**src/sv/dotq_pkg.sv**
```systemverilog
// -----------------------------------------------------------------------------
// dotq_pkg
// Shared constants, codes and the result record of the deadline-ordered queue.
// -----------------------------------------------------------------------------
package dotq_pkg;

	// Default sizes for the top-level parameters.
	localparam int QUEUE_DEPTH_DEF = 64;
	localparam int ID_WIDTH_DEF    = 16;

	// Fixed field widths of the stream payloads.
	localparam int DUE_W    = 32;
	localparam int OUT_ID_W = 16;
	localparam int CAP_W    = 7;

	// Per-tick release limit and the cap register's reset value.
	localparam int            MAX_RESULTS = 64;
	localparam logic [CAP_W-1:0] CAP_RESET = 7'd64;

	// Request command codes.
	localparam logic CMD_ADD  = 1'b0;
	localparam logic CMD_TICK = 1'b1;

	// Result kind codes.
	localparam logic [1:0] KIND_ADD   = 2'd0;
	localparam logic [1:0] KIND_REL   = 2'd1;
	localparam logic [1:0] KIND_EMPTY = 2'd2;

	// One result as handed from the sequencer to the output register.
	typedef struct packed {
		logic [1:0]          kind;
		logic [OUT_ID_W-1:0] id;
		logic [DUE_W-1:0]    due;
		logic                status;
		logic                last;
	} res_t;

endpackage

```
**src/sv/dotq_mem.sv**
```systemverilog
// -----------------------------------------------------------------------------
// dotq_mem
// Single-write, single-read entry memory with a registered read port.
// -----------------------------------------------------------------------------
module dotq_mem #(
	parameter int DEPTH = dotq_pkg::QUEUE_DEPTH_DEF,
	parameter int WIDTH = dotq_pkg::ID_WIDTH_DEF + dotq_pkg::DUE_W
) (
	input  logic                     clk,
	input  logic                     we,
	input  logic [$clog2(DEPTH)-1:0] waddr,
	input  logic [WIDTH-1:0]         wdata,
	input  logic                     re,
	input  logic [$clog2(DEPTH)-1:0] raddr,
	output logic [WIDTH-1:0]         rdata_q
);

	logic [WIDTH-1:0] mem_q [DEPTH];

	// Write port and registered read port.
	always_ff @(posedge clk) begin
		if (we) begin
			mem_q[waddr] <= wdata;
		end
		if (re) begin
			rdata_q <= mem_q[raddr];
		end
	end

endmodule

```
**src/sv/dotq_obuf.sv**
```systemverilog
// -----------------------------------------------------------------------------
// dotq_obuf
// Output register that decouples the sequencer from the downstream stream.
// -----------------------------------------------------------------------------
module dotq_obuf (
	input  logic                clk,
	input  logic                arst_n,
	input  logic                res_valid,
	output logic                res_ready,
	input  dotq_pkg::res_t      res,
	output logic                m_tvalid,
	input  logic                m_tready,
	output logic [47:0]         m_tdata,
	output logic [2:0]          m_tuser,
	output logic                m_tlast
);

	logic           valid_q;
	dotq_pkg::res_t res_q;

	// The register can take a new result when empty or being drained.
	assign res_ready = !valid_q || m_tready;

	// Valid flag.
	always_ff @(posedge clk or negedge arst_n) begin
		if (!arst_n) begin
			valid_q <= 1'b0;
		end else if (res_valid && res_ready) begin
			valid_q <= 1'b1;
		end else if (m_tready) begin
			valid_q <= 1'b0;
		end
	end

	// Payload.
	always_ff @(posedge clk) begin
		if (res_valid && res_ready) begin
			res_q <= res;
		end
	end

	assign m_tvalid = valid_q;
	assign m_tdata  = {res_q.due, res_q.id};
	assign m_tuser  = {res_q.status, res_q.kind};
	assign m_tlast  = res_q.last;

endmodule

```
**src/sv/dotq_seq.sv**
```systemverilog
// -----------------------------------------------------------------------------
// dotq_seq
// Sequencer that inserts and releases tasks through one shared due comparator.
// -----------------------------------------------------------------------------
module dotq_seq #(
	parameter int QUEUE_DEPTH = dotq_pkg::QUEUE_DEPTH_DEF,
	parameter int ID_WIDTH    = dotq_pkg::ID_WIDTH_DEF
) (
	input  logic                                 clk,
	input  logic                                 arst_n,
	// Request side
	input  logic                                 in_valid,
	output logic                                 in_ready,
	input  logic                                 in_cmd,
	input  logic [dotq_pkg::OUT_ID_W-1:0]        in_id,
	input  logic [dotq_pkg::DUE_W-1:0]           in_due,
	input  logic [dotq_pkg::CAP_W-1:0]           cap,
	// Entry memory
	output logic                                 mem_we,
	output logic [$clog2(QUEUE_DEPTH)-1:0]       mem_waddr,
	output logic [ID_WIDTH+dotq_pkg::DUE_W-1:0]  mem_wdata,
	output logic                                 mem_re,
	output logic [$clog2(QUEUE_DEPTH)-1:0]       mem_raddr,
	input  logic [ID_WIDTH+dotq_pkg::DUE_W-1:0]  mem_rdata,
	// Result side
	output logic                                 res_valid,
	input  logic                                 res_ready,
	output dotq_pkg::res_t                       res
);

	localparam int AW = $clog2(QUEUE_DEPTH);
	localparam int CW = $clog2(QUEUE_DEPTH + 1);
	localparam int DW = dotq_pkg::DUE_W;
	localparam int EW = ID_WIDTH + DW;
	localparam logic [CW:0]   DEPTH_S = (CW + 1)'(QUEUE_DEPTH);
	localparam logic [CW-1:0] DEPTH_C = CW'(QUEUE_DEPTH);
	localparam logic [AW-1:0] LAST_IX = AW'(QUEUE_DEPTH - 1);

	typedef enum logic [6:0] {
		ST_IDLE = 7'b0000001,
		ST_ARD  = 7'b0000010,
		ST_ACMP = 7'b0000100,
		ST_ADONE = 7'b0001000,
		ST_TRD  = 7'b0010000,
		ST_TCMP = 7'b0100000,
		ST_TFIN = 7'b1000000
	} state_t;

	state_t                          state_q, state_d;
	logic [AW-1:0]                   head_q, head_d;
	logic [CW-1:0]                   count_q, count_d;
	logic [CW-1:0]                   k_q, k_d;
	logic [DW-1:0]                   cur_q, cur_d;
	logic [dotq_pkg::CAP_W-1:0]      n_q, n_d;
	logic                            pend_v_q, pend_v_d;
	logic [EW-1:0]                   pend_q, pend_d;
	logic [ID_WIDTH-1:0]             new_id_q, new_id_d;
	logic [DW-1:0]                   new_due_q, new_due_d;
	logic                            status_q, status_d;

	logic [DW-1:0]                   cmp_a, cmp_b;
	logic                            cmp_gt;
	logic [dotq_pkg::CAP_W-1:0]      cap_eff;
	logic [ID_WIDTH+15:0]            id_in_ext;
	logic [ID_WIDTH+15:0]            new_id_ext;
	logic [ID_WIDTH+15:0]            pend_id_ext;
	logic [CW:0]                     rsum, rsel, wsum, wsel;
	logic [AW-1:0]                   rd_idx, wr_idx, head_nx;
	logic [EW-1:0]                   new_entry;

	// Shared due comparator: clamp check on accept, insert walk, release check.
	assign cmp_a  = (state_q == ST_IDLE) ? in_due : mem_rdata[DW-1:0];
	assign cmp_b  = (state_q == ST_ACMP) ? new_due_q : cur_q;
	assign cmp_gt = cmp_a > cmp_b;

	// Effective per-tick cap, limited to one through the maximum.
	always_comb begin
		if (cap == '0) begin
			cap_eff = dotq_pkg::CAP_W'(1);
		end else if (cap > dotq_pkg::CAP_W'(dotq_pkg::MAX_RESULTS)) begin
			cap_eff = dotq_pkg::CAP_W'(dotq_pkg::MAX_RESULTS);
		end else begin
			cap_eff = cap;
		end
	end

	// Id width conversions between the stream fields and stored entries.
	assign id_in_ext   = {{ID_WIDTH{1'b0}}, in_id};
	assign new_id_ext  = {16'b0, new_id_q};
	assign pend_id_ext = {16'b0, pend_q[EW-1:DW]};
	assign new_entry   = {new_id_q, new_due_q};

	// Ring addresses: read slot k-1 and write slot k, relative to the head.
	always_comb begin
		rsum    = (CW + 1)'(head_q) + (CW + 1)'(k_q - CW'(1));
		rsel    = (rsum >= DEPTH_S) ? rsum - DEPTH_S : rsum;
		rd_idx  = rsel[AW-1:0];
		wsum    = (CW + 1)'(head_q) + (CW + 1)'(k_q);
		wsel    = (wsum >= DEPTH_S) ? wsum - DEPTH_S : wsum;
		wr_idx  = wsel[AW-1:0];
		head_nx = (head_q == LAST_IX) ? '0 : head_q + AW'(1);
	end

	// Sequencer next state and datapath control.
	always_comb begin
		state_d   = state_q;
		head_d    = head_q;
		count_d   = count_q;
		k_d       = k_q;
		cur_d     = cur_q;
		n_d       = n_q;
		pend_v_d  = pend_v_q;
		pend_d    = pend_q;
		new_id_d  = new_id_q;
		new_due_d = new_due_q;
		status_d  = status_q;
		in_ready  = 1'b0;
		mem_we    = 1'b0;
		mem_waddr = wr_idx;
		mem_wdata = new_entry;
		mem_re    = 1'b0;
		mem_raddr = rd_idx;
		res_valid = 1'b0;
		res       = '{kind: dotq_pkg::KIND_ADD, id: new_id_ext[15:0], due: new_due_q,
			status: status_q, last: 1'b1};

		case (state_q)
			ST_IDLE: begin
				in_ready = 1'b1;
				if (in_valid) begin
					if (in_cmd == dotq_pkg::CMD_TICK) begin
						n_d      = '0;
						pend_v_d = 1'b0;
						state_d  = ST_TRD;
					end else begin
						new_id_d  = id_in_ext[ID_WIDTH-1:0];
						new_due_d = cmp_gt ? in_due : cur_q + DW'(1);
						if (count_q == DEPTH_C) begin
							status_d = 1'b1;
							state_d  = ST_ADONE;
						end else begin
							status_d = 1'b0;
							k_d      = count_q;
							state_d  = ST_ARD;
						end
					end
				end
			end
			ST_ARD: begin
				if (k_q == '0) begin
					mem_we  = 1'b1;
					count_d = count_q + CW'(1);
					state_d = ST_ADONE;
				end else begin
					mem_re  = 1'b1;
					state_d = ST_ACMP;
				end
			end
			ST_ACMP: begin
				// A later entry moves one slot back; otherwise the new task lands here.
				mem_we = 1'b1;
				if (cmp_gt) begin
					mem_wdata = mem_rdata;
					k_d       = k_q - CW'(1);
					state_d   = ST_ARD;
				end else begin
					count_d = count_q + CW'(1);
					state_d = ST_ADONE;
				end
			end
			ST_ADONE: begin
				res_valid = 1'b1;
				if (res_ready) begin
					state_d = ST_IDLE;
				end
			end
			ST_TRD: begin
				mem_raddr = head_q;
				if ((count_q != '0) && (n_q < cap_eff)) begin
					mem_re  = 1'b1;
					state_d = ST_TCMP;
				end else begin
					state_d = ST_TFIN;
				end
			end
			ST_TCMP: begin
				// The held release goes out once another due task is seen.
				res = '{kind: dotq_pkg::KIND_REL, id: pend_id_ext[15:0],
					due: pend_q[DW-1:0], status: 1'b0, last: 1'b0};
				if (!cmp_gt) begin
					res_valid = pend_v_q;
					if (!pend_v_q || res_ready) begin
						pend_d   = mem_rdata;
						pend_v_d = 1'b1;
						head_d   = head_nx;
						count_d  = count_q - CW'(1);
						n_d      = n_q + dotq_pkg::CAP_W'(1);
						state_d  = ST_TRD;
					end
				end else begin
					state_d = ST_TFIN;
				end
			end
			ST_TFIN: begin
				res_valid = 1'b1;
				if (pend_v_q) begin
					res = '{kind: dotq_pkg::KIND_REL, id: pend_id_ext[15:0],
						due: pend_q[DW-1:0], status: 1'b0, last: 1'b1};
				end else begin
					res = '{kind: dotq_pkg::KIND_EMPTY, id: '0, due: cur_q,
						status: 1'b0, last: 1'b1};
				end
				if (res_ready) begin
					cur_d   = cur_q + DW'(1);
					state_d = ST_IDLE;
				end
			end
			default: begin
				state_d = ST_IDLE;
			end
		endcase
	end

	// Control registers.
	always_ff @(posedge clk or negedge arst_n) begin
		if (!arst_n) begin
			state_q  <= ST_IDLE;
			head_q   <= '0;
			count_q  <= '0;
			cur_q    <= '0;
			pend_v_q <= 1'b0;
		end else begin
			state_q  <= state_d;
			head_q   <= head_d;
			count_q  <= count_d;
			cur_q    <= cur_d;
			pend_v_q <= pend_v_d;
		end
	end

	// Working registers of the current request.
	always_ff @(posedge clk) begin
		k_q       <= k_d;
		n_q       <= n_d;
		pend_q    <= pend_d;
		new_id_q  <= new_id_d;
		new_due_q <= new_due_d;
		status_q  <= status_d;
	end

endmodule

```
**src/sv/deadline_ordered_task_queue.sv**
```systemverilog
// -----------------------------------------------------------------------------
// deadline_ordered_task_queue
// Task queue sorted by due cycle, with FIFO order among equal due cycles.
// -----------------------------------------------------------------------------
// Requests arrive on the s_ stream: s_tuser is the command (add or tick), and
// s_tdata carries the task id and due cycle. Results leave on the m_ stream:
// m_tuser gives kind and drop status, m_tdata the id and stored due cycle, and
// m_tlast marks the final result of each request. cfg_we/cfg_wdata write the
// per-tick release cap; the user must do so only while the block is idle,
// which the block does not enforce. One request is in work at a time;
// s_tready is high only when the sequencer is idle. An add walks back from
// the tail, one entry per read/compare state pair, moving each later task
// one slot back until the new task's place is found. A full queue drops the
// add with the drop status set. A tick releases due tasks from the head, one
// per read/compare state pair, and ends at the cap, at an empty queue or at
// the first task not yet due, then advances the cycle count. Each result
// shows on m_tvalid in the cycle after the sequencer hands it over. Results
// pass through one output register; when the receiver stalls, the sequencer
// waits on it and no further request is taken until all results of the
// current one are handed over. Reset empties the queue, clears the cycle
// count and sets the cap to 64; the entry memory itself needs no clearing.
// -----------------------------------------------------------------------------
module deadline_ordered_task_queue #(
	parameter int QUEUE_DEPTH = dotq_pkg::QUEUE_DEPTH_DEF,
	parameter int ID_WIDTH    = dotq_pkg::ID_WIDTH_DEF
) (
	input  logic        clk,
	input  logic        arst_n,
	input  logic        s_tvalid,
	output logic        s_tready,
	input  logic [47:0] s_tdata,   // task_id[15:0], due_cycle[47:16]
	input  logic [0:0]  s_tuser,   // cmd[0]
	output logic        m_tvalid,
	input  logic        m_tready,
	output logic [47:0] m_tdata,   // released_id[15:0], released_due[47:16]
	output logic [2:0]  m_tuser,   // kind[1:0], status[2]
	output logic        m_tlast,
	input  logic        cfg_we,
	input  logic [6:0]  cfg_wdata
);

	localparam int AW = $clog2(QUEUE_DEPTH);
	localparam int EW = ID_WIDTH + dotq_pkg::DUE_W;

	logic [dotq_pkg::CAP_W-1:0] cap_q;
	logic                       mem_we, mem_re;
	logic [AW-1:0]              mem_waddr, mem_raddr;
	logic [EW-1:0]              mem_wdata, mem_rdata;
	logic                       res_valid, res_ready;
	dotq_pkg::res_t             res;

	// Per-tick cap register.
	always_ff @(posedge clk or negedge arst_n) begin
		if (!arst_n) begin
			cap_q <= dotq_pkg::CAP_RESET;
		end else if (cfg_we) begin
			cap_q <= cfg_wdata;
		end
	end

	// Insert and release sequencer.
	dotq_seq #(
		.QUEUE_DEPTH(QUEUE_DEPTH),
		.ID_WIDTH(ID_WIDTH)
	) u_seq (
		.clk(clk),
		.arst_n(arst_n),
		.in_valid(s_tvalid),
		.in_ready(s_tready),
		.in_cmd(s_tuser[0]),
		.in_id(s_tdata[15:0]),
		.in_due(s_tdata[47:16]),
		.cap(cap_q),
		.mem_we(mem_we),
		.mem_waddr(mem_waddr),
		.mem_wdata(mem_wdata),
		.mem_re(mem_re),
		.mem_raddr(mem_raddr),
		.mem_rdata(mem_rdata),
		.res_valid(res_valid),
		.res_ready(res_ready),
		.res(res)
	);

	// Entry memory, kept as a ring starting at the queue head.
	dotq_mem #(
		.DEPTH(QUEUE_DEPTH),
		.WIDTH(EW)
	) u_mem (
		.clk(clk),
		.we(mem_we),
		.waddr(mem_waddr),
		.wdata(mem_wdata),
		.re(mem_re),
		.raddr(mem_raddr),
		.rdata_q(mem_rdata)
	);

	// Result output register.
	dotq_obuf u_obuf (
		.clk(clk),
		.arst_n(arst_n),
		.res_valid(res_valid),
		.res_ready(res_ready),
		.res(res),
		.m_tvalid(m_tvalid),
		.m_tready(m_tready),
		.m_tdata(m_tdata),
		.m_tuser(m_tuser),
		.m_tlast(m_tlast)
	);

	// After a request is accepted, s_tready is low in the next cycle.
	a_busy_after_accept: assert property (@(posedge clk) disable iff (!arst_n)
		s_tvalid && s_tready |=> !s_tready)
		else $error("request accepted while the previous one was still starting");

	// An add acknowledge is always the only result of its request.
	a_add_is_last: assert property (@(posedge clk) disable iff (!arst_n)
		m_tvalid && (m_tuser[1:0] == dotq_pkg::KIND_ADD) |-> m_tlast)
		else $error("add acknowledge without end-of-request mark");

	// Only a dropped add may carry the full status.
	a_status_on_add: assert property (@(posedge clk) disable iff (!arst_n)
		m_tvalid && m_tuser[2] |-> (m_tuser[1:0] == dotq_pkg::KIND_ADD))
		else $error("drop status on a result that is not an add acknowledge");

	// An empty tick marker carries no task id.
	a_empty_no_id: assert property (@(posedge clk) disable iff (!arst_n)
		m_tvalid && (m_tuser[1:0] == dotq_pkg::KIND_EMPTY) |-> (m_tdata[15:0] == 16'd0))
		else $error("empty tick marker with a task id");

endmodule

```
**config.mk**
```make
export PLATFORM = sky130hd
export DESIGN_NAME = deadline_ordered_task_queue
export DESIGN_NICKNAME = d
export VERILOG_FILES = /design/src/sv/dotq_pkg.sv /design/src/sv/dotq_mem.sv /design/src/sv/dotq_obuf.sv /design/src/sv/dotq_seq.sv /design/src/sv/deadline_ordered_task_queue.sv
export SDC_FILE = /design/constraint.sdc
export NUM_CORES = 2
export LEC_CHECK = 0
export BUFFER_PORTS_ARGS = -buffer_cell sky130_fd_sc_hd__buf_2
export CAP_MARGIN = 20
export CORE_UTILIZATION = 39
export DETAILED_ROUTE_END_ITERATION = 7
export MAX_ROUTING_LAYER = met4
export PLACE_DENSITY = 0.62
export SYNTH_ARGS = -nofsm -noshare
export SYNTH_HDL_FRONTEND = slang
export SYNTH_HIERARCHICAL = 1
export SYNTH_SLANG_ARGS = --single-unit
```
**constraint.sdc**
```tcl
create_clock -name clk -period 16.5 [get_ports clk]
set_clock_uncertainty 0.05 [all_clocks]
set_input_delay 1.65 -clock clk [delete_from_list [all_inputs] [get_ports clk]]
set_output_delay 1.65 -clock clk [all_outputs]
set_load 0.01 [all_outputs]
```
Word-level counts from Yosys, hierarchy flattened. Memory sizes are Yosys's and may differ from the RTL's. A register that Yosys moved wholly into a read port is not among the register bits. Index checks and enable logic that the tools add are counted. W data, S select, Z words.

Register bits: 224. RAM bits: 3072. Bits of input ports: 61. Output and inout bits: 54. Memories kept: 1.

$add $sub $neg: 11. Order comparisons: 5. Eq/ne operators: 20. Mux-type cells: 56. Bitwise logic cells: 2. Reduce and logical (&&, ||, !) cells: 21.

Memory list: u_mem.mem_q (depth 64, bits a word 48, read ports 1, clocked after Yosys merged registers in 1, wr ports 1, line dotq_mem.sv:18) `logic [WIDTH-1:0] mem_q [DEPTH];`.

Operator list (number): $mux W7 (20); $pmux W52 S2 (1); $mux W32 (3); $mux W48 (2); $mux W52 (1); $pmux W7 S6 (1); $add A32 B1 Y32 const B (1); $gt A32 B32 Y1 (1); $pmux W7 S2 (2); $mux W6 (4); $pmux W7 S3 (1); $ge A8 B7 Y1 const B (2); $reduce_and A5 Y1 (3); $add A7 B1 Y7 const B (2); $eq A7 B7 Y1 const B (2); $logic_not A7 Y1 (2); $mux W1 (14); $sub A7 B1 Y7 const B (2); $mux W4 (3); $ne A2 B2 Y1 const B (6); $sub A6 B1 Y6 const B (2); $reduce_and A3 Y1 (3); $add A6 B7 Y8 (1); $add A6 B8 Y8 (1); other kinds (23) (35).

Longest topological paths before layout.
Word-level depth: 7. Gate-level depth with buffers: 20. Depth with buffers taken out: 17.

Hierarchy. Netlist, hierarchy kept.

By module, submodules not included: dotq_mem (times used 1, cells each 4970, area each 117620.3 um2, seq. area each 93689.9 um2); dotq_seq (times used 1, cells each 1060, area each 10505.1 um2, seq. area each 4660.7 um2); dotq_obuf (times used 1, cells each 56, area each 1615.3 um2, seq. area each 1586.5 um2); deadline_ordered_task_queue (times used 1, cells each 15, area each 292.8 um2, seq. area each 176.4 um2).

Least setup slack after synthesis. Ideal clock, no wire load.

Kind: reg-to-reg. Start: register u_seq.state_q[6]. End: register u_seq.head_q[1]. Arrival time: 5614 ps. Path slack: 10709 ps. Cell stages (with the launch flop): 17. Buffers on the path: 3. Clock period less this slack: 5791 ps. Cells stage by stage: dfrtp_1 -> or3_1 -> or3_1 -> clkbuf_1 -> nor2_2 -> clkbuf_1 -> mux2i_1 -> ha_1 -> nand4_1 -> nor4_1 -> nand3_1 -> a21boi_0 -> a21oi_1 -> buf_2 -> nand3_1 -> inv_1 -> mux2_2.

Longest elaborated chain between the ends: 5. Elaborated cells between the ends (all ways): 8. Classes of those cells: order compare: 1; eq/ne: 3; mux: 2; bitwise: 1; reduce/logical: 1.

Ends and longest elaborated chain: start: declaration (line dotq_seq.sv:49) `state_t state_q, state_d;`; start signal: assignment (line dotq_seq.sv:233) `state_q <= state_d;`; $eq A7 B1 Y1 or $eq A7 B3 Y1 (tied branches) (line dotq_seq.sv:72, dotq_seq.sv:73); $mux W32, on equally long branches (line dotq_seq.sv:72, dotq_seq.sv:73); $gt A32 B32 Y1 (line dotq_seq.sv:74) `assign cmp_gt = cmp_a > cmp_b;`; $not A1 Y1 (no line); $reduce_and A3 Y1 (no line) (*); end signal: assignment (line dotq_seq.sv:228) `head_q <= '0;`; end signal: assignment (line dotq_seq.sv:234) `head_q <= head_d;`; end: declaration (line dotq_seq.sv:50) `logic [AW-1:0] head_q, head_d;`.

Mark *: on every way between the ends. The rest lies on a longest branch, timed or not. A chain may end at the register's enable or synchronous reset.

Worst setup path after layout.
Start: register u_seq.state_q[6]. End: memory u_mem/mem_q[56][19] in the netlist's numbering, data pin.

Longest elaborated chain between the ends: 5. Elaborated cells between the ends (all ways): 7. Classes of those cells: order compare: 1; eq/ne: 2; mux: 4.

Ends and longest elaborated chain: $eq A7 B1 Y1 or $eq A7 B3 Y1 (tied branches) (line dotq_seq.sv:72, dotq_seq.sv:73, dotq_seq.sv:127); $mux W32, on equally long branches (line dotq_seq.sv:72, dotq_seq.sv:73); $gt A32 B32 Y1 (line dotq_seq.sv:74); $mux W48 (line dotq_seq.sv:162) `if (cmp_gt) begin`; $mux W48 (*) (line dotq_seq.sv:127) `case (state_q)`; via mem_wdata[19] (line deadline_ordered_task_queue.sv:48) `logic [EW-1:0] mem_wdata, mem_rdata;`; end: declaration (line dotq_mem.sv:18).

The timed path passes the listed nets; every way through them passes the cells marked *.

==> results.json <==
{
  "outcome": "complete, but fails checks",
  "violations": "DRC",
  "setup_slack_ns": 8.68,
  "synthDistinctLibCells": 74,
  "crit_required_ns": 16.98,
  "final-hold-violation-count": 0,
  "cts-htree-levels": 5,
  "drt-total-wl_um": 427000,
  "row_count": 211,
  "cts_buffers": 332,
  "die_h_um": 579,
  "synth_area_per_cell_um2": 21.3,
  "syn_area_um2": 130000,
  "ctsHoldBuffers": 0,
  "synth_warnings": 6,
  "powerDensity_nw_per_um2": 186,
  "worstMarginPinSlew_ns": 1.29,
  "cts.sinks": 3344,
  "synth_seq_cells": 3344,
  "wire_per_inst_um": 38.6,
  "clock_latency_ns": 0.91,
  "drive_gt1_share_pct": 25.6,
  "path_class": "flop to flop",
  "layout_common_cells": "edfxtp_1 (3283), mux4_2 (754), clkbuf_16 (337), nand2_1 (213), buf_4 (206)",
  "num-nets-final": 6545,
  "dr.pass1.iters": 8,
  "finalSetupViolCount": 0,
  "leakage_nw": 46.1,
  "ant_nets": 0,
  "grt_usage_pct": 25.9,
  "maxCapViolCount": 0,
  "grt_pass1_vias": 67242,
  "grt_first_pass_wirelength_um": 573000,
  "grt.overflow.total": 0,
  "slew_viol_final": 0,
  "io_pins": 115,
  "post_cts_buffers": 0,
  "vias": 70425,
  "cp.depth": 12,
  "cp-startpoint": "u_seq/state_q[6]",
  "ys.flop_type": "edfxtp_1",
  "area_delta_synth_final_pct": 12.9,
  "wl_met1_um": 159000,
  "r2r-start": "u_seq/state_q[6]",
  "die_w_um": 579,
  "fin_util_pct": 44.4,
  "mostFrequentLayoutCell": "edfxtp_1",
  "avgViaCountPerCell": 6.37,
  "die_area_um2": 336000,
  "crit_buf_inv": 2,
  "wl_met3_um": 55000,
  "coreArea_um2": 331000,
  "grt_setup_unrepaired": "false",
  "worstSetupStartpointType": "flop",
  "ys_seq_area_share_pct": 77.0,
  "arrival_ns": 8.29,
  "root_buffer": "clkbuf_16",
  "cts_tree": "done",
  "vdd_ir_drop_max_mv": 0.196,
  "place_hpwl_um": 221000,
  "fmax_ghz": 0.128,
  "relSlewSlack_pct": 14.0,
  "min_path_type": "flop to flop",
  "cp_max_fo": 64,
  "dp_slack_ns": 8.93,
  "path_clk_slew_ns": 0.06,
  "rrSetupSlack_ns": 8.68,
  "drc": 1,
  "synth_edf_count": 3283,
  "timing.final.crit_period_ns": 7.82,
  "drt_iter0_markers": 12665,
  "route.met2.wl_um": 195000,
  "critical_path.top_delay_family": "simple AND/OR/NAND/NOR gates",
  "reg2regPathDepth": 12,
  "port_buffers": 114,
  "crit_end": "u_mem/mem_q[56][19]",
  "setup_tns_ns": 0,
  "cts_resized": 0,
  "antenna_found_initial": 31,
  "cpMaxStageDelayCell": "mux2_2",
  "cp_cell_sequence": "or3_1 -> or3_1 -> nor2_4 -> mux2i_1 -> ha_1 -> nand4_1 -> nor4_1 -> nand3_1 -> a32oi_4 -> buf_4 -> buf_4 -> mux2_2",
  "start_util_pct": 39.3,
  "grt_max_degree": 128,
  "min_period_over_period_pct": 47.4,
  "top_layer": "met4",
  "cpPeakStageDelay_ns": 1.02,
  "clock_path_buffers": 4,
  "hold_depth": 0,
  "gp_congestion": 0.870,
  "syn_nets": 6227,
  "rr_endpoint": "u_mem/mem_q[56][19]",
  "synthArstFlopShare_pct": 1.82,
  "synthCells": 6101,
  "end_kind": "flop"
}
synthesized netlist by cell type (all sizes together) (28+ instances only):
cell type	number	area share [%]
inv	68	0.20
a21oi	139	0.53
mux2i	96	0.74
a211oi	34	0.20
mux4	754	13
clkbuf	147	0.43
mux2	73	0.66
buf	205	0.98
a222oi	32	0.25
a22oi	73	0.42
ha	62	0.60
nor2	216	0.63
o221ai	28	0.19
dfrtp	59	1.1
xnor2	55	0.37
edfxtp	3283	76
xor2	34	0.23
o22ai	122	0.59
nand3	30	0.12
nand2	216	0.62
a22o	74	0.50
a221oi	83	0.56
report_power, final:
part / internal (mW) / leakage, nW / total [mW] / switching, mW
Sequential: 10.1 / 30.3 / 10.3 / 0.221
Combinational: 3.67 / 10.9 / 9.89 / 6.21
Clock: 3.96 / 4.89 / 7.16 / 3.20
registers in the layout (all words and copies together) (netlist names):
| register | count |
|---|---|
| u_mem/mem_q | 3072 |
| u_mem/rdata_q | 48 |
| u_obuf/m_tdata | 48 |
| u_seq/pend_q | 48 |
| u_seq/cur_q | 32 |
| u_seq/new_due_q | 32 |
| u_seq/new_id_q | 16 |
| cap_q | 7 |
| u_seq/count_q | 7 |
| u_seq/k_q | 7 |
| u_seq/n_q | 7 |
| u_seq/state_q | 7 |
| u_seq/head_q | 6 |
| u_obuf/m_tuser | 3 |
| u_obuf/m_tlast | 1 |
| u_obuf/m_tvalid | 1 |
| u_seq/pend_v_q | 1 |
| u_seq/status_q | 1 |
metal layers:
layer | track usage, % | up-vias
met1 | 34.5 | 38214
met3 | 6.32 | 869
met5 | - | -
li1 | - | 26288
met4 | 9.90 | 0
met2 | 38.7 | 5054
cell type report:
type / instances / area, um^2
repair buffers: 336 / 2420
flip-flops and latches: 3344 / 100000
clock buffers: 413 / 8720
clock inverters: 169 / 1290
diodes: 23 / 57.6
well taps: 4366 / 5460
fillers: 27818 / 184000
inverters: 69 / 259
multi-input cells: 2336 / 28500
metrics by stage:
step,total power [mW],instances,hold WS (ns),area [um^2]
after floorplan,16.8,6101,0.372,130000
after global placement,20.1,10440,0.400,137000
after detailed placement,20.2,10441,0.398,137000
after CTS,27.2,11023,0.412,147000
after global routing,28.1,11050,0.425,147000
final,27.4,11056,0.411,147000
how the worst min path moves through the flow:
stage                 startpoint          endpoint  slack, ns
2_1_floorplan  u_mem/rdata_q[32]  u_seq/pend_q[32]       0.37
3_3_place_gp   u_mem/rdata_q[46]  u_seq/pend_q[46]       0.40
3_5_place_dp   u_mem/rdata_q[46]  u_seq/pend_q[46]       0.40
4_1_cts        u_mem/rdata_q[46]  u_seq/pend_q[46]       0.41
5_1_grt        u_mem/rdata_q[46]  u_seq/pend_q[46]       0.42
6_report       u_mem/rdata_q[46]  u_seq/pend_q[46]       0.41
cells by family after synthesis:
| group | after synthesis | share of synthesized area [%] |
|---|---|---|
| muxes | 923 | 14.5 |
| xor gates and xnor gates | 89 | 0.599 |
| DFF | 3344 | 77.0 |
| adders and majority gates | 65 | 0.643 |
| and+or+nand+nor | 604 | 2.08 |
| buffers and inverters | 421 | 1.60 |
| AOI/OAI and AO/OA | 655 | 3.62 |
(Power assumes the default switching activity.)
